File: src/rtl/core/udw_pkg.sv
// Shared constants, types and the codepoint width function for the UTF-8 width/clip block.
package udw_pkg;

    // Default byte counter width
    localparam int unsigned LEN_BITS_DEFAULT = 16;

    // Field widths
    localparam int unsigned BYTE_W  = 8;
    localparam int unsigned TOTAL_W = 17;
    localparam int unsigned CLIP_W  = 16;
    localparam int unsigned CP_W    = 21;

    localparam logic [TOTAL_W-1:0] TOTAL_MAX  = 17'h1FFFF;
    localparam logic [CLIP_W-1:0]  CLIP_MAX   = 16'hFFFF;
    localparam logic [CLIP_W-1:0]  MAX_WIDTH_RESET = 16'hFFFF;

    // Byte class masks and patterns
    localparam logic [7:0] CONT_MASK  = 8'hC0;
    localparam logic [7:0] CONT_PAT   = 8'h80;
    localparam logic [7:0] LEAD2_MASK = 8'hE0;
    localparam logic [7:0] LEAD2_PAT  = 8'hC0;
    localparam logic [7:0] LEAD3_MASK = 8'hF0;
    localparam logic [7:0] LEAD3_PAT  = 8'hE0;
    localparam logic [7:0] LEAD4_MASK = 8'hF8;
    localparam logic [7:0] LEAD4_PAT  = 8'hF0;

    // Display width of one codepoint, 0, 1 or 2 columns
    typedef logic [1:0] col_width_t;

    localparam col_width_t WIDTH_ZERO   = 2'd0;
    localparam col_width_t WIDTH_NARROW = 2'd1;
    localparam col_width_t WIDTH_WIDE   = 2'd2;

    function automatic logic cp_in(input logic [CP_W-1:0] cp,
                                   input logic [CP_W-1:0] lo,
                                   input logic [CP_W-1:0] hi);
        return (cp >= lo) && (cp <= hi);
    endfunction

    function automatic col_width_t cp_width(input logic [CP_W-1:0] cp);
        logic zero_w;
        logic wide_w;
        // controls, then combining marks
        zero_w = (cp < 21'h20) || cp_in(cp, 21'h7F, 21'h9F)
              || cp_in(cp, 21'h0300, 21'h036F) || cp_in(cp, 21'h1AB0, 21'h1AFF)
              || cp_in(cp, 21'h1DC0, 21'h1DFF) || cp_in(cp, 21'h20D0, 21'h20FF)
              || cp_in(cp, 21'hFE20, 21'hFE2F);
        // East Asian wide and fullwidth blocks
        wide_w = cp_in(cp, 21'h1100, 21'h115F) || cp_in(cp, 21'h2E80, 21'hA4CF)
              || cp_in(cp, 21'hAC00, 21'hD7A3) || cp_in(cp, 21'hF900, 21'hFAFF)
              || cp_in(cp, 21'hFE10, 21'hFE19) || cp_in(cp, 21'hFE30, 21'hFE6F)
              || cp_in(cp, 21'hFF00, 21'hFF60) || cp_in(cp, 21'hFFE0, 21'hFFE6);
        if (zero_w)
            return WIDTH_ZERO;
        else if (wide_w)
            return WIDTH_WIDE;
        else
            return WIDTH_NARROW;
    endfunction

endpackage

File: src/rtl/core/udw_byte_if.sv
// Input channel: one string byte per transfer.
interface udw_byte_if
    import udw_pkg::*;
();
    logic              valid;
    logic              ready;
    logic [BYTE_W-1:0] text_byte;
    logic              is_last;

    modport source (output valid, output text_byte, output is_last, input ready);
    modport sink   (input valid, input text_byte, input is_last, output ready);
endinterface

File: src/rtl/core/udw_result_if.sv
// Result channel: total width and clip length of one string per transfer.
interface udw_result_if
    import udw_pkg::*;
();
    logic               valid;
    logic               ready;
    logic [TOTAL_W-1:0] total_width;
    logic [CLIP_W-1:0]  clip_length;

    modport source (output valid, output total_width, output clip_length, input ready);
    modport sink   (input valid, input total_width, input clip_length, output ready);
endinterface

File: src/rtl/core/utf8_display_width_clip.sv
// Top level: UTF-8 decoder with display width total and column clip length.
//
// Takes a UTF-8 string one byte per transfer and returns, on the transfer of the
// byte marked is_last, one result with the string's total display width
// (saturating at 131071) and the length in bytes of the longest prefix whose
// width fits max_width. The block takes one byte every cycle; a string's result
// leaves through the result register. Stage one decodes the byte against
// the open sequence and looks up the codepoint width; stage two adds the width
// into the totals and the clip rule; the result register holds the answer while
// the next string streams in. Only a stalled result register holds the input.
// max_width must be written while no string is in flight.
module utf8_display_width_clip
    import udw_pkg::*;
#(
    parameter int unsigned LEN_BITS = LEN_BITS_DEFAULT
) (
    input  logic                clk,
    input  logic                rst_n,
    input  logic                cfg_we,
    input  logic [CLIP_W-1:0]   cfg_wdata,
    udw_byte_if.sink            text,
    udw_result_if.source        result
);

    localparam logic [LEN_BITS-1:0] POS_MAX = {LEN_BITS{1'b1}};

    logic                stall;
    logic                take;

    // configuration
    logic [CLIP_W-1:0]   max_width_reg;

    // decode state
    logic [1:0]          pending_reg, pending_next;
    logic [CP_W-1:0]     partial_reg, partial_next;
    logic [LEN_BITS-1:0] pos_reg, pos_next, pos_inc;
    logic                dec_done;
    logic [CP_W-1:0]     dec_cp;

    // stage one register
    logic                s1_valid_reg;
    logic                s1_done_reg;
    col_width_t          s1_width_reg;
    logic                s1_last_reg;
    logic [LEN_BITS-1:0] s1_pos_reg;

    // accumulate state
    logic [TOTAL_W-1:0]  wsum_reg, wsum_next;
    logic [CLIP_W-1:0]   csum_reg, csum_next;
    logic [LEN_BITS-1:0] cend_reg, cend_next;
    logic                cstop_reg, cstop_next;
    logic [TOTAL_W:0]    wsum_add;
    logic [CLIP_W:0]     csum_add;
    logic [CLIP_W-1:0]   cend_sat;

    // result register
    logic                out_valid_reg;
    logic [TOTAL_W-1:0]  out_total_reg;
    logic [CLIP_W-1:0]   out_clip_reg;

    // stall everything while a result waits
    assign stall      = out_valid_reg && !result.ready;
    assign text.ready = !stall;
    assign take       = text.valid && !stall;

    always_ff @(posedge clk or negedge rst_n)
    begin
        if (!rst_n)
            max_width_reg <= MAX_WIDTH_RESET;
        else if (cfg_we)
            max_width_reg <= cfg_wdata;
    end

    // decode one byte against the open sequence
    always_comb
    begin
        pos_inc      = (pos_reg == POS_MAX) ? pos_reg : pos_reg + 1'b1;
        dec_done     = 1'b0;
        dec_cp       = '0;
        pending_next = 2'd0;
        partial_next = '0;
        if ((pending_reg != 2'd0) && ((text.text_byte & CONT_MASK) == CONT_PAT))
        begin
            partial_next = {partial_reg[CP_W-7:0], text.text_byte[5:0]};
            pending_next = pending_reg - 2'd1;
            dec_done     = (pending_reg == 2'd1);
            dec_cp       = partial_next;
        end
        else if (!text.text_byte[7])
        begin
            dec_done = 1'b1;
            dec_cp   = {{(CP_W-BYTE_W){1'b0}}, text.text_byte};
        end
        else if ((text.text_byte & LEAD2_MASK) == LEAD2_PAT)
        begin
            partial_next = {{(CP_W-5){1'b0}}, text.text_byte[4:0]};
            pending_next = 2'd1;
        end
        else if ((text.text_byte & LEAD3_MASK) == LEAD3_PAT)
        begin
            partial_next = {{(CP_W-4){1'b0}}, text.text_byte[3:0]};
            pending_next = 2'd2;
        end
        else if ((text.text_byte & LEAD4_MASK) == LEAD4_PAT)
        begin
            partial_next = {{(CP_W-3){1'b0}}, text.text_byte[2:0]};
            pending_next = 2'd3;
        end
        pos_next = pos_inc;
        // drop any cut-off sequence at the end of the string
        if (text.is_last)
        begin
            pending_next = 2'd0;
            partial_next = '0;
            pos_next     = '0;
        end
    end

    always_ff @(posedge clk or negedge rst_n)
    begin
        if (!rst_n)
        begin
            pending_reg  <= 2'd0;
            partial_reg  <= '0;
            pos_reg      <= '0;
            s1_valid_reg <= 1'b0;
        end
        else if (!stall)
        begin
            s1_valid_reg <= text.valid;
            if (text.valid)
            begin
                pending_reg <= pending_next;
                partial_reg <= partial_next;
                pos_reg     <= pos_next;
            end
        end
    end

    // stage one payload
    always_ff @(posedge clk)
    begin
        if (take)
        begin
            s1_done_reg  <= dec_done;
            s1_width_reg <= cp_width(dec_cp);
            s1_last_reg  <= text.is_last;
            s1_pos_reg   <= pos_inc;
        end
    end

    // add width into the total and apply the clip rule
    always_comb
    begin
        wsum_next  = wsum_reg;
        csum_next  = csum_reg;
        cend_next  = cend_reg;
        cstop_next = cstop_reg;
        wsum_add   = {1'b0, wsum_reg} + {{(TOTAL_W-1){1'b0}}, s1_width_reg};
        csum_add   = {1'b0, csum_reg} + {{(CLIP_W-1){1'b0}}, s1_width_reg};
        if (s1_done_reg)
        begin
            wsum_next = wsum_add[TOTAL_W] ? TOTAL_MAX : wsum_add[TOTAL_W-1:0];
            if (!cstop_reg)
            begin
                if (csum_add > {1'b0, max_width_reg})
                    cstop_next = 1'b1;
                else
                begin
                    csum_next = csum_add[CLIP_W-1:0];
                    cend_next = s1_pos_reg;
                end
            end
        end
    end

    // saturate the clip end to the output width
    generate
        if (LEN_BITS > CLIP_W)
        begin : g_sat_wide
            assign cend_sat = (|cend_next[LEN_BITS-1:CLIP_W]) ? CLIP_MAX
                                                              : cend_next[CLIP_W-1:0];
        end
        else if (LEN_BITS == CLIP_W)
        begin : g_sat_same
            assign cend_sat = cend_next;
        end
        else
        begin : g_sat_narrow
            assign cend_sat = {{(CLIP_W-LEN_BITS){1'b0}}, cend_next};
        end
    endgenerate

    always_ff @(posedge clk or negedge rst_n)
    begin
        if (!rst_n)
        begin
            wsum_reg  <= '0;
            csum_reg  <= '0;
            cend_reg  <= '0;
            cstop_reg <= 1'b0;
        end
        else if (!stall && s1_valid_reg)
        begin
            if (s1_last_reg)
            begin
                wsum_reg  <= '0;
                csum_reg  <= '0;
                cend_reg  <= '0;
                cstop_reg <= 1'b0;
            end
            else
            begin
                wsum_reg  <= wsum_next;
                csum_reg  <= csum_next;
                cend_reg  <= cend_next;
                cstop_reg <= cstop_next;
            end
        end
    end

    // result register: load on the last byte, drop after the transfer
    always_ff @(posedge clk or negedge rst_n)
    begin
        if (!rst_n)
            out_valid_reg <= 1'b0;
        else if (!stall)
            out_valid_reg <= s1_valid_reg && s1_last_reg;
    end

    always_ff @(posedge clk)
    begin
        if (!stall && s1_valid_reg && s1_last_reg)
        begin
            out_total_reg <= wsum_next;
            out_clip_reg  <= (max_width_reg == '0) ? '0 : cend_sat;
        end
    end

    assign result.valid       = out_valid_reg;
    assign result.total_width = out_total_reg;
    assign result.clip_length = out_clip_reg;

endmodule
File: src/flat_wrapper.sv
// flat-port wrapper written by rule: the top's interface ports become plain ports
module utf8_display_width_clip_flat import udw_pkg::*;
#(
    parameter int unsigned LEN_BITS = LEN_BITS_DEFAULT
)
  (clk, rst_n, cfg_we, cfg_wdata, text_valid, text_text_byte, text_is_last, text_ready, result_valid, result_total_width, result_clip_length, result_ready);
  udw_byte_if text_i ();
  udw_result_if result_i ();
  input  logic clk;
  input  logic rst_n;
  input  logic cfg_we;
  input  logic [CLIP_W-1:0] cfg_wdata;
  input wire logic [$bits(text_i.valid)-1:0] text_valid;
  input wire logic [$bits(text_i.text_byte)-1:0] text_text_byte;
  input wire logic [$bits(text_i.is_last)-1:0] text_is_last;
  output wire logic [$bits(text_i.ready)-1:0] text_ready;
  output wire logic [$bits(result_i.valid)-1:0] result_valid;
  output wire logic [$bits(result_i.total_width)-1:0] result_total_width;
  output wire logic [$bits(result_i.clip_length)-1:0] result_clip_length;
  input wire logic [$bits(result_i.ready)-1:0] result_ready;
  assign text_i.valid = text_valid;
  assign text_i.text_byte = text_text_byte;
  assign text_i.is_last = text_is_last;
  assign text_ready = text_i.ready;
  assign result_valid = result_i.valid;
  assign result_total_width = result_i.total_width;
  assign result_clip_length = result_i.clip_length;
  assign result_i.ready = result_ready;
  utf8_display_width_clip #(.LEN_BITS(LEN_BITS)) u_core (.clk(clk), .rst_n(rst_n), .cfg_we(cfg_we), .cfg_wdata(cfg_wdata), .text(text_i), .result(result_i));
endmodule
File: config.mk
export PLATFORM = sky130hd
export DESIGN_NAME = utf8_display_width_clip_flat
export DESIGN_NICKNAME = d
export VERILOG_FILES = /design/src/rtl/core/udw_pkg.sv /design/src/rtl/core/udw_byte_if.sv /design/src/rtl/core/udw_result_if.sv /design/src/rtl/core/utf8_display_width_clip.sv /design/src/flat_wrapper.sv
export SDC_FILE = /design/constraint.sdc
export NUM_CORES = 1
export LEC_CHECK = 0
export BUFFER_PORTS_ARGS = -buffer_cell sky130_fd_sc_hd__buf_2
export CORE_MARGIN = 2
export CORE_UTILIZATION = 60
export DETAILED_ROUTE_END_ITERATION = 10
export PLACE_DENSITY = 0.82
export SETUP_SLACK_MARGIN = 0.05
export SYNTH_ARGS = -nofsm -noshare
export SYNTH_HDL_FRONTEND = slang
export SYNTH_SLANG_ARGS = --single-unit
File: constraint.sdc
create_clock -name clk -period 11.8 [get_ports clk]
set_input_delay 2.36 -clock clk [delete_from_list [all_inputs] [get_ports clk]]
set_output_delay 2.36 -clock clk [all_outputs]
set_load 0.01 [all_outputs]
# After elaboration in Yosys (flattened, before gate mapping)
# Index checks and enable logic that the tools add are counted.
# classes
add_sub_neg,4
n_lt_le_gt_ge,30
eq_ne,8
muxes,34
bitwise_logic,1
n_reduce_logical,41
# op_table
cell,count
$le 21x16->1 const B,8
$mux 16,10
$ge 21x16->1 const B,7
$ge 21x13->1 const B,3
$le 21x13->1 const B,3
$mux 15,4
$mux 17,3
$ge 21x14->1 const B,2
$ge 21x10->1 const B,1
$ge 21x7->1 const B,1
$le 21x10->1 const B,1
$le 21x14->1 const B,1
$le 21x8->1 const B,1
$lt 21x6->1 const B,1
$mux 21,1
$logic_and 1x1->1,20
$add 17x2->18,1
$add 16x2->17,1
$gt 17x16->1,1
$add 16x1->16 const B,1
$eq 16x16->1 const B,1
$logic_not 16->1,1
$mux 2,7
$logic_or 1x1->1,13
other kinds (16),25
# totals
register_bits,154
inputBits,30
wordCells,134

# Logic depth before layout (Yosys ltp)
# Gate-level depths: netlist of run 1.
# depth
word_depth,13
ltp_mapped,18

# Worst setup path before layout of run 1
# Ideal clock, no wire load.
# synth_timing
path_kind,input port to output port
start,in result_ready
end,out text_ready
arrival_ns,2.653
required_time_ns,9.440
slack_ns,6.787
path_stages,2
n_path_buf,1
cell_sequence,nand2b_1 > clkbuf_1
# synth_via
elab_chain_len,3
# synth_lines
element,line_no,source
from (decl),flat_wrapper.sv:20,input wire logic [$bits(result_i.ready)-1:0] result_ready;
$logic_not 1->1,utf8_display_width_clip.sv:62,assign stall = out_valid_reg && !result.ready;
$logic_and 1x1->1,utf8_display_width_clip.sv:62,
$logic_not 1->1,utf8_display_width_clip.sv:63,assign text.ready = !stall;
to (decl),flat_wrapper.sv:16,output wire logic [$bits(text_i.ready)-1:0] text_ready;
# Every way passes these cells.

# Final worst setup path of run 1
# layout_timing
start,reg u_core.csum_reg[0]
end,reg u_core.csum_reg[15]
# layout_via
elab_chain_len,5
word_cells_on_any_way,8
classes_between,add/sub: 1; order compare: 1; eq/ne: 1; mux: 4; reduce/logical: 1
# layout_lines
element,line_no,source
from (decl),utf8_display_width_clip.sv:49,"logic [CLIP_W-1:0] csum_reg, csum_next;"
from (signal assigned),utf8_display_width_clip.sv:215,csum_reg <= csum_next;
$add 16x2->17 *,utf8_display_width_clip.sv:160,"csum_add = {1'b0, csum_reg} + {{(CLIP_W-1){1'b0}}, s1_width_reg};"
"parallel branches: the longest is 4 deep, another holds $gt 17x16->1",--,
# Mark *: on every way between the ends. The select of a mux whose other input is x is not followed.
# A chain may end at the register's enable or synchronous reset.

==> impl_metrics.toml, run 1 <==
[die]
core_mm2 = 0.0145
fp.dieH_um = 126
die-width_um = 126
io_pins = 65
die-area_mm2 = 0.0158
rows = 44
start_util_pct = 61.4

[clock_network]
clock-sinks = 154
cts.hold.buffers_added = 0
cts_tree = "yes"
h-tree-depth = 4
clk_latency_ns = 0.43
cts.path.max_buffers = 2
post_cts_buffers = 0
cts_root_buf = "clkbuf_16"
cts_made_buffers = 17
clkTransAtPathRegs_ns = 0.06
cts-resized-gates = 0

[sta]
period_share_pct = 49.2
worst_clock_skew_ns = 0.0107
fmax_ghz = 0.172
layout_min_cycle_time_ns = 5.81
tightest_slew_ns = 1.14
slew_headroom_pct = 24.1
report.final.slew_viol_count = 0
fin_tns_setup_ns = 0
final-setup-viol-count = 0
hold_viol_final = 0
rsz0062_at_grt = "false"

[pwr]
swShare_pct = 28.7
p_seq_share_pct = 45.0
clkPwrFrac_pct = 37.2
vdd_drop_max_v = 0.000104
combPwrFrac_pct = 17.8
p_int_mw = 1.08
p_sw_mw = 0.436
power_per_cell_area_mw_per_mm2 = 154
leakagePower_nw = 4.28

[critical_path]
cp_cell_sequence = "ha_1 > fa_1 > nand3_1 > nor3_1 > nand3_1 > nor2_1 > xor2_1 > ha_1 > a21o_1 > a211oi_1 > o21ai_0 > a2111oi_4 > nand2_1 > nor3_1 > a22o_1"
worst_path_max_delay_cell = "nor3_1"
startpoint_type = "register"
path_delay_family = "simple AND/OR/NAND/NOR gates"
critPathRequiredTime_ns = 12.16
crit_path_end_kind = "register"
crit_arrival_ns = 6.17
critPathBufInv = 0
slowest_delay_ns = 1.02
worst-setup-path-type = "register to register"
path_max_fanout = 22

[global_routing]
grt_pass1_wl_um = 34900
grt_max_degree = 64
gr-total-overflow = 0
busiest_layer = "met2"
grt_pass1_vias = 6968
track_usage_pct = 27.3
antenna_found_initial = 0
met2_usage_pct = 44.0
met1_usage_pct = 38.2
grtUsageMet3_pct = 5.56

[placement]
hpwl_um = 14000
io_buffers = 64
place_inst = 1129
place.gp.congestion = 0.949

[route]
finalWirelength_um = 21200
drt_iter0_drc = 834
drc = 0
via_per_inst = 6.41
ant_nets = 0
wire_per_inst_um = 18.3
via_count = 7447
first_pass_iters = 5

[logic_synthesis]
yosys.area.top_type = "dfrtp_1"
ys.flop_type = "dfrtp_1"
postSynthRegisterBits = 154
ys_async_sr_fraction_pct = 65.6
syn_avg_cell_area_um2 = 9.49
seq_area_frac_synth_pct = 46.6
syn_inst = 936
syn_area_mm2 = 0.00889
synth_area_leaders = "dfrtp_1, edfxtp_1, dfstp_2"
ys_types = 78
synth_edf_count = 53
syn-num-nets = 991
ys_warn_count = 0
synth_top_cell_area_share_pct = 23.9

[cells_and_area]
area_growth_pct = 10.9
num_antenna_cells = 0
final_cells = 1161
nNetsFinal = 1019
drive_gt1_share_pct = 14.0
n_fill_cell = 1089

[worst_hold_path]
hold_path_class = "register to register"

[run]
maxCapViolations = 0

[run_status]
status = "finished, final reports clean"
[path summary, 6_finish.rpt]
| check | start | to | slack (ns) | cells after the start |
|---|---|---|---|---|
| max in group asynchronous | rst_n | u_core.pos_reg[3]$_DFFE_PN0P_ | 8.67 | 2 |
| worst max-delay path | u_core.csum_reg[0]$_DFFE_PN0P_ | u_core.csum_reg[15]$_DFFE_PN0P_ | 5.99 | 15 |
| worst max register to register | u_core.csum_reg[0]$_DFFE_PN0P_ | u_core.csum_reg[15]$_DFFE_PN0P_ | 5.99 | 15 |
| min in group asynchronous | rst_n | u_core.csum_reg[15]$_DFFE_PN0P_ | 1.91 | 1 |
| worst min-delay path | u_core.partial_reg[14]$_DFFE_PN0P_ | u_core.partial_reg[14]$_DFFE_PN0P_ | 0.47 | 2 |
| worst min register to register | u_core.partial_reg[14]$_DFFE_PN0P_ | u_core.partial_reg[14]$_DFFE_PN0P_ | 0.47 | 2 |
[through the flow]
stage               power, mW  instance area (um2)  setup WS, ns  util [%]  hold WS [ns]
floorplan               0.872                 8890          6.79         -         0.430
global placement        0.948                 9240          6.51      63.8         0.445
detailed placement      0.960                 9240          6.39      63.8         0.455
CTS                      1.52                 9850          6.08      68.1         0.467
global route             1.59                 9850          5.57      68.1         0.498
finish                   1.52                 9850          5.99      68.1         0.466
[layout by cell type, fill, tap and decap left out, drive strengths merged, types with 16 or more instances in the layout]
master,instances
dfstp,16
nor2,64
buf,72
edfxtp,53
a21oi,39
o311ai,19
nor4,17
nand3,37
nand4,20
mux2i,17
inv,58
o21ai,56
nand2,110
clkbuf,21
nand4b,17
a22o,20
ha,23
xnor2,20
dfrtp,85
[power groups by stage]
stage / Combinational [mW] / Clock, mW / Sequential [mW]
floorplan: 0.194 / 0 / 0.678
global placement: 0.260 / 0 / 0.688
detailed placement: 0.269 / 0 / 0.691
CTS: 0.271 / 0.569 / 0.683
global route: 0.305 / 0.594 / 0.691
finish: 0.270 / 0.565 / 0.684
[metal layers]
layer  part of all wire [%]  vias to the layer above  wire, um
li1                       -                     3508         -
met1                     44                     3595      9290
met2                     48                      311     10200
met3                    6.5                       33      1390
met4                    1.5                        0       308
met5                      0                        -         0
[logic make-up (layout without fill, tap and decap cells)]
logic type / after synthesis / after routing / synth area share [%]
adder cells (fa/ha/maj): 25 / 25 / 3.69
flip-flops: 154 / 154 / 46.6
AND/OR/NAND/NOR: 361 / 361 / 21.3
AO/OA/AOI/OAI: 224 / 224 / 17.7
buffers and inverters: 120 / 161 / 5.34
multiplexers: 20 / 20 / 2.29
XOR/XNOR: 32 / 32 / 3.15
[Yosys cell counts, types with 8 or more instances]
| master | count |
|---|---|
| nand2_1 | 109 |
| dfrtp_1 | 85 |
| nor2_1 | 64 |
| inv_1 | 57 |
| o21ai_0 | 54 |
| edfxtp_1 | 53 |
| clkbuf_1 | 46 |
| a21oi_1 | 39 |
| nand3_1 | 37 |
| ha_1 | 23 |
| a22o_1 | 20 |
| nand4_1 | 20 |
| xnor2_1 | 20 |
| mux2i_1 | 17 |
| nand4b_1 | 17 |
| nor4_1 | 17 |
| dfstp_2 | 16 |
| and3_1 | 14 |
| o311ai_0 | 14 |
| buf_2 | 13 |
| o31ai_1 | 13 |
| a31oi_1 | 12 |
| nor3_1 | 12 |
| xor2_1 | 12 |
| and2_1 | 9 |
| nand2b_1 | 9 |
| or3_1 | 9 |
| a211oi_1 | 8 |
[area by class of cell]
cell class	instances	area [um2]	area share, %
Tap cell	184	230	2.34
Sequential cell	154	4140	42.0
Timing Repair Buffer	72	383	3.89
Multi-Input combinational cell	662	4270	43.4
Clock buffer	21	470	4.77
Clock inverter	11	143	1.45
Inverter	57	214	2.17
[worst min-delay path, delay by kind of cell, from the launching register on]
family | cells | cell delay, ns
AND/OR/NAND/NOR | 2 | 0.10
flip-flops | 1 | 0.34
No activity file was read; power rests on OpenSTA's default activity.
==> run 2, diff against run 1 <==
CORE_UTILIZATION = 55   (was 60)
PLACE_DENSITY = 0.8   (was 0.82)
clock period = 4.8 ns   (was 11.8 ns; I/O delays follow)
==> run 2 against run 1 <==
- critical path depth rose by 2
- die area rose by 8.8%
- largest cell class unchanged
- utilization fell by 5.0 points
- cell count rose by 3.4%
- fmax rose by 29%
- global-route usage fell by 1.7 points
- clock-buffer cell count fell by 2
- hold slack improved by 0.0051 ns
- clock skew fell by 0.00090 ns
- sequential share of layout area fell by 0.54 points
==> impl_metrics.toml, run 2 (same netlist as run 1, synthesis figures left out) <==
[critical_path]
path_max_fanout = 19
worst-setup-path-type = "register to register"
worstRegToRegCells = 17
crit_arrival_ns = 4.85
startpoint_type = "register"
crit_path_end_kind = "register"
critPathRequiredTime_ns = 5.16

[pwr]
p_sw_mw = 1.07
vdd_drop_max_v = 0.000317
swShare_pct = 28.1
leakagePower_nw = 4.34
combPwrFrac_pct = 17.7
finalPower_mw = 3.80
power_per_cell_area_mw_per_mm2 = 381
clkPwrFrac_pct = 38.0
p_int_mw = 2.73
p_seq_share_pct = 44.3

[clock_network]
cts_made_buffers = 17
h-tree-depth = 4
clk_latency_ns = 0.43
cts.hold.buffers_added = 0
cts_tree = "yes"
clkTransAtPathRegs_ns = 0.06
clock-sinks = 154
cts_root_buf = "clkbuf_16"
cts.path.max_buffers = 2

[global_routing]
antenna_found_initial = 0
track_usage_pct = 25.6
grt_max_degree = 72
gr-total-overflow = 0
grt_pass1_vias = 7254
grt_pass1_wl_um = 36000

[sta]
report.final.slew_viol_count = 0
fmax_ghz = 0.223
hold_viol_final = 0
tightest_slew_ns = 0.914
layout_min_cycle_time_ns = 4.49
rsz0062_at_grt = "true"
worst_clock_skew_ns = 0.00984
slew_headroom_pct = 39.1
final-setup-viol-count = 0
period_share_pct = 93.5

[worst_hold_path]
hold_path_class = "register to register"
holdPathStages = 2

[route]
finalWirelength_um = 21400
via_per_inst = 6.26
via_count = 7514
drc = 0
wire_per_inst_um = 17.9
ant_nets = 0
drt_iter0_drc = 694
first_pass_iters = 5

[cells_and_area]
final_cell_mix = "nand2_1, dfrtp_1, nor2_1"
fin_area_mm2 = 0.00998
drive_gt1_share_pct = 14.7
area_growth_pct = 12.3
nNetsFinal = 1026
num_antenna_cells = 0
final_cells = 1200
layout_commonest_cell = "nand2_1"

[placement]
place_inst = 1168
placed_cell_area_mm2 = 0.00933
hpwl_um = 14100
place.gp.congestion = 0.974
io_buffers = 64

[die]
start_util_pct = 56.2
fp.dieH_um = 131
io_pins = 65
core_mm2 = 0.0158
rows = 46
die-area_mm2 = 0.0172
die-width_um = 131

[run]
maxCapViolations = 0

[run_status]
status = "finished, final reports clean"
run 2: changes by cell type in the layout (fill, tap and decap cells not counted), sizes merged:
cell,before,now
clkinvlp,1,0
bufinv,3,5
clkinv,6,7
buf,72,79
clkbuf,21,19
run 2: power by group through the flow:
stage | combinational, mW | clock [mW] | sequential, mW
after global placement | 0.634 | 0 | 1.70
after detailed placement | 0.663 | 0 | 1.70
after global routing | 0.757 | 1.53 | 1.71
after floorplan | 0.476 | 0 | 1.67
after CTS | 0.670 | 1.46 | 1.68
final | 0.672 | 1.45 | 1.68
run 2: path summary, 6_finish.rpt:
check	start	endpoint	slack, ns
worst min-delay path	u_core.partial_reg[11]$_DFFE_PN0P_	u_core.partial_reg[11]$_DFFE_PN0P_	0.47
max in group asynchronous	rst_n	u_core.pos_reg[10]$_DFFE_PN0P_	3.12
worst max-delay path	u_core.s1_width_reg[1]$_SDFFCE_PP0P_	u_core.csum_reg[8]$_DFFE_PN0P_	0.31
min in group asynchronous	rst_n	u_core.csum_reg[14]$_DFFE_PN0P_	0.67
worst max register to register	u_core.s1_width_reg[1]$_SDFFCE_PP0P_	u_core.csum_reg[8]$_DFFE_PN0P_	0.31
worst min register to register	u_core.partial_reg[11]$_DFFE_PN0P_	u_core.partial_reg[11]$_DFFE_PN0P_	0.47
run 2: timing repair:
| item | 4_1_cts | 5_1_grt |
|---|---|---|
| buffers inserted | 0 | 0 |
| resized for setup | 0 | 4 |
| setup endpoints to repair | 0 | 49 |
| hold endpoints to repair | 0 | 0 |
run 2: area by class of cell:
| class | instances | area [um2] |
|---|---|---|
| multi-input cells | 662 | 4290 |
| clock buffers | 19 | 433 |
| fillers | 1286 | 5850 |
| clock inverters | 13 | 199 |
| inverters | 57 | 214 |
| well taps | 216 | 270 |
| flip-flops and latches | 154 | 4140 |
| repair buffers | 79 | 435 |
run 2: metrics by stage:
stage	hold slack (ns)	setup slack, ns	TNS, ns	util [%]
floorplan	0.430	0.758	0	-
global placement	0.441	0.425	0	59.0
detailed placement	0.451	0.314	0	59.0
CTS	0.471	0.0963	0	63.0
global route	0.503	-0.000982	-0.000982	63.1
finish	0.471	0.311	0	63.1
run 2: layer usage:
layer / up-vias / GRT usage (%) / share of wire [%]
li1: 3513 / - / -
met5: - / 0 / 0
met4: 0 / 9.12 / 1.8
met1: 3626 / 34.6 / 43
met2: 332 / 41.0 / 48
met3: 43 / 5.36 / 6.7
run 2: critical path: stages, from the launching register on:
cell,delay [ns]
edfxtp_1,0.49
ha_1,0.32
a21oi_1,0.10
nor3_2,0.21
nand3_1,0.22
or2_2,0.41
nor2_1,0.14
xnor2_1,0.11
ha_1,0.34
nand3_1,0.10
nor4_1,0.38
a21oi_1,0.17
a2111oi_4,0.45
nand2_1,0.18
buf_4,0.30
nor3_2,0.19
buf_4,0.18
a22o_1,0.13
==> run 3, diff against run 2 <==
CORE_ASPECT_RATIO = 1.4   (was default)
GPL_ROUTABILITY_DRIVEN = 0   (was default)
==> run 3 against run 2 <==
- first-iteration DRC count shrank 11%
- power fell by 3.2%
- wire length shrank 0.84%
- cell count down 1.6%
- clock skew up 0.0019 ns
- hold slack worse by 0.0070 ns
- combinational power barely moved
- largest cell class unchanged
- critical endpoint is now u_core.csum_reg[0]$_DFFE_PN0P_
- register-to-register slack got worse by 0.05 ns
- sequential power about the same
- critical path type unchanged
- sequential cell count is the same
- sequential share of layout area up 0.29 points
==> impl_metrics.toml, run 3 (same netlist as run 1, synthesis figures left out) <==
[run_status]
status = "finished, final reports clean"

[cells_and_area]
fin_util_pct = 62.1
regArea_mm2 = 0.00414
multi_input_comb_area_mm2 = 0.00430
nNetsFinal = 1024
final_cell_mix = "nand2_1, dfrtp_1, nor2_1"
drive_gt1_share_pct = 15.1
num_antenna_cells = 0
n_fill_cell = 1296
layout_commonest_cell = "nand2_1"
area_growth_pct = 11.5

[die]
start_util_pct = 55.7
core_mm2 = 0.0160
fp.dieH_um = 154
io_pins = 65
rows = 55
die-width_um = 111
die-area_mm2 = 0.0172

[sta]
layout_min_cycle_time_ns = 4.54
final-setup-viol-count = 0
fmax_ghz = 0.220
fin_tns_setup_ns = 0
worst_clock_skew_ns = 0.0118
hold_viol_final = 0
report.final.slew_viol_count = 0
rsz0062_at_grt = "false"
tightest_slew_ns = 1.06
period_share_pct = 94.5
slew_headroom_pct = 29.3

[critical_path]
crit_path_end_kind = "register"
startpoint_type = "register"
critPathRequiredTime_ns = 5.10
path_max_fanout = 34
cp-startpoint = "u_core.s1_width_reg[1]$_SDFFCE_PP0P_"
r2r_start = "u_core.s1_width_reg[1]$_SDFFCE_PP0P_"
worst-setup-path-type = "register to register"
crit_arrival_ns = 4.84

[global_routing]
grt_pass1_vias = 7170
met2_usage_pct = 43.8
grt_max_degree = 78
grtUsageMet3_pct = 3.45
grt_pass1_wl_um = 35000
gr-total-overflow = 0
busiest_layer = "met2"
track_usage_pct = 24.7
met1_usage_pct = 30.5
antenna_found_initial = 0

[pwr]
combPwrFrac_pct = 18.3
p_int_mw = 2.55
vdd_drop_max_v = 0.000286
power_per_cell_area_mw_per_mm2 = 372
p_seq_share_pct = 45.8
p_sw_mw = 1.13
clkPwrFrac_pct = 35.9
leakagePower_nw = 4.31
swShare_pct = 30.8

[run]
maxCapViolations = 0

[route]
via_per_inst = 6.40
drt_iter0_drc = 619
drc = 0
finalWirelength_um = 21300
ant_nets = 0
wire_per_inst_um = 18.0
first_pass_iters = 7
via_count = 7561

[clock_network]
cts.hold.buffers_added = 0
clock-sinks = 154
cts_made_buffers = 17
h-tree-depth = 4
clk_latency_ns = 0.42
cts_root_buf = "clkbuf_16"
cts.path.max_buffers = 2
clkTransAtPathRegs_ns = 0.06
cts_tree = "yes"

[placement]
hpwl_um = 14100
io_buffers = 64

[worst_hold_path]
hold_path_class = "register to register"
hp-start = "u_core.partial_reg[14]$_DFFE_PN0P_"
-- run 3: cell type report --
| type | count | area share, % |
|---|---|---|
| Multi-Input combinational cell | 662 | 43.4 |
| Sequential cell | 154 | 41.8 |
| Timing Repair Buffer | 77 | 4.37 |
| Clock buffer | 18 | 4.33 |
| Tap cell | 199 | 2.51 |
| Inverter | 57 | 2.16 |
| Clock inverter | 14 | 1.50 |
-- run 3: what timing repair did --
item,in CTS,in global routing
buffers inserted,0,2
endpoints found under the setup margin,0,49
resized for setup,0,6
endpoints found under the hold margin,0,0
-- run 3: power by group through the flow --
stage	Clock, mW	Sequential (mW)	Combinational, mW
6_report	1.32	1.69	0.674
3_5_place_dp	0	1.71	0.663
3_3_place_gp	0	1.70	0.637
2_1_floorplan	0	1.67	0.476
5_1_grt	1.39	1.70	0.756
4_1_cts	1.34	1.68	0.671
-- run 3: final timing paths --
| check | slack (ns) | cells after the start | to |
|---|---|---|---|
| worst max-delay path | 0.26 | 16 | u_core.csum_reg[0]$_DFFE_PN0P_ |
| worst min-delay path | 0.46 | 2 | u_core.partial_reg[14]$_DFFE_PN0P_ |
| worst max register to register | 0.26 | 16 | u_core.csum_reg[0]$_DFFE_PN0P_ |
| worst min register to register | 0.46 | 2 | u_core.partial_reg[14]$_DFFE_PN0P_ |
| max in group asynchronous | 3.18 | 2 | u_core.cend_reg[11]$_DFFE_PN0P_ |
| min in group asynchronous | 0.71 | 1 | u_core.csum_reg[13]$_DFFE_PN0P_ |
-- run 3: worst max-delay path, cell delays in order, from the launching register on --
cell	delay, ns
edfxtp_1	0.46
ha_1	0.32
a21oi_1	0.11
nor3_2	0.27
nand3_1	0.23
or2_2	0.40
nor2_1	0.14
xnor2_1	0.17
ha_1	0.32
and3_1	0.20
a211oi_1	0.33
a21oi_1	0.12
a2111oi_4	0.46
and2_2	0.33
buf_12	0.20
nor3b_1	0.07
a221o_1	0.28
-- run 3: through the flow --
step | worst slack, ns | cell area [um2] | instances | hold WS (ns) | power [mW]
after floorplan | 0.758 | 8890 | 936 | 0.430 | 2.14
after global placement | 0.372 | 9290 | 1147 | 0.446 | 2.33
after detailed placement | 0.166 | 9290 | 1147 | 0.453 | 2.37
after CTS | 0.126 | 9870 | 1179 | 0.466 | 3.69
after global routing | 0.0127 | 9910 | 1181 | 0.482 | 3.85
final | 0.265 | 9910 | 1181 | 0.464 | 3.68
-- run 3: metal layers --
layer	up-vias	routed length, um	part of all wire (%)
li1	3517	-	-
met1	3649	8500	40
met2	321	11100	52
met3	74	1090	5.1
met4	0	604	2.8
met5	-	0	0
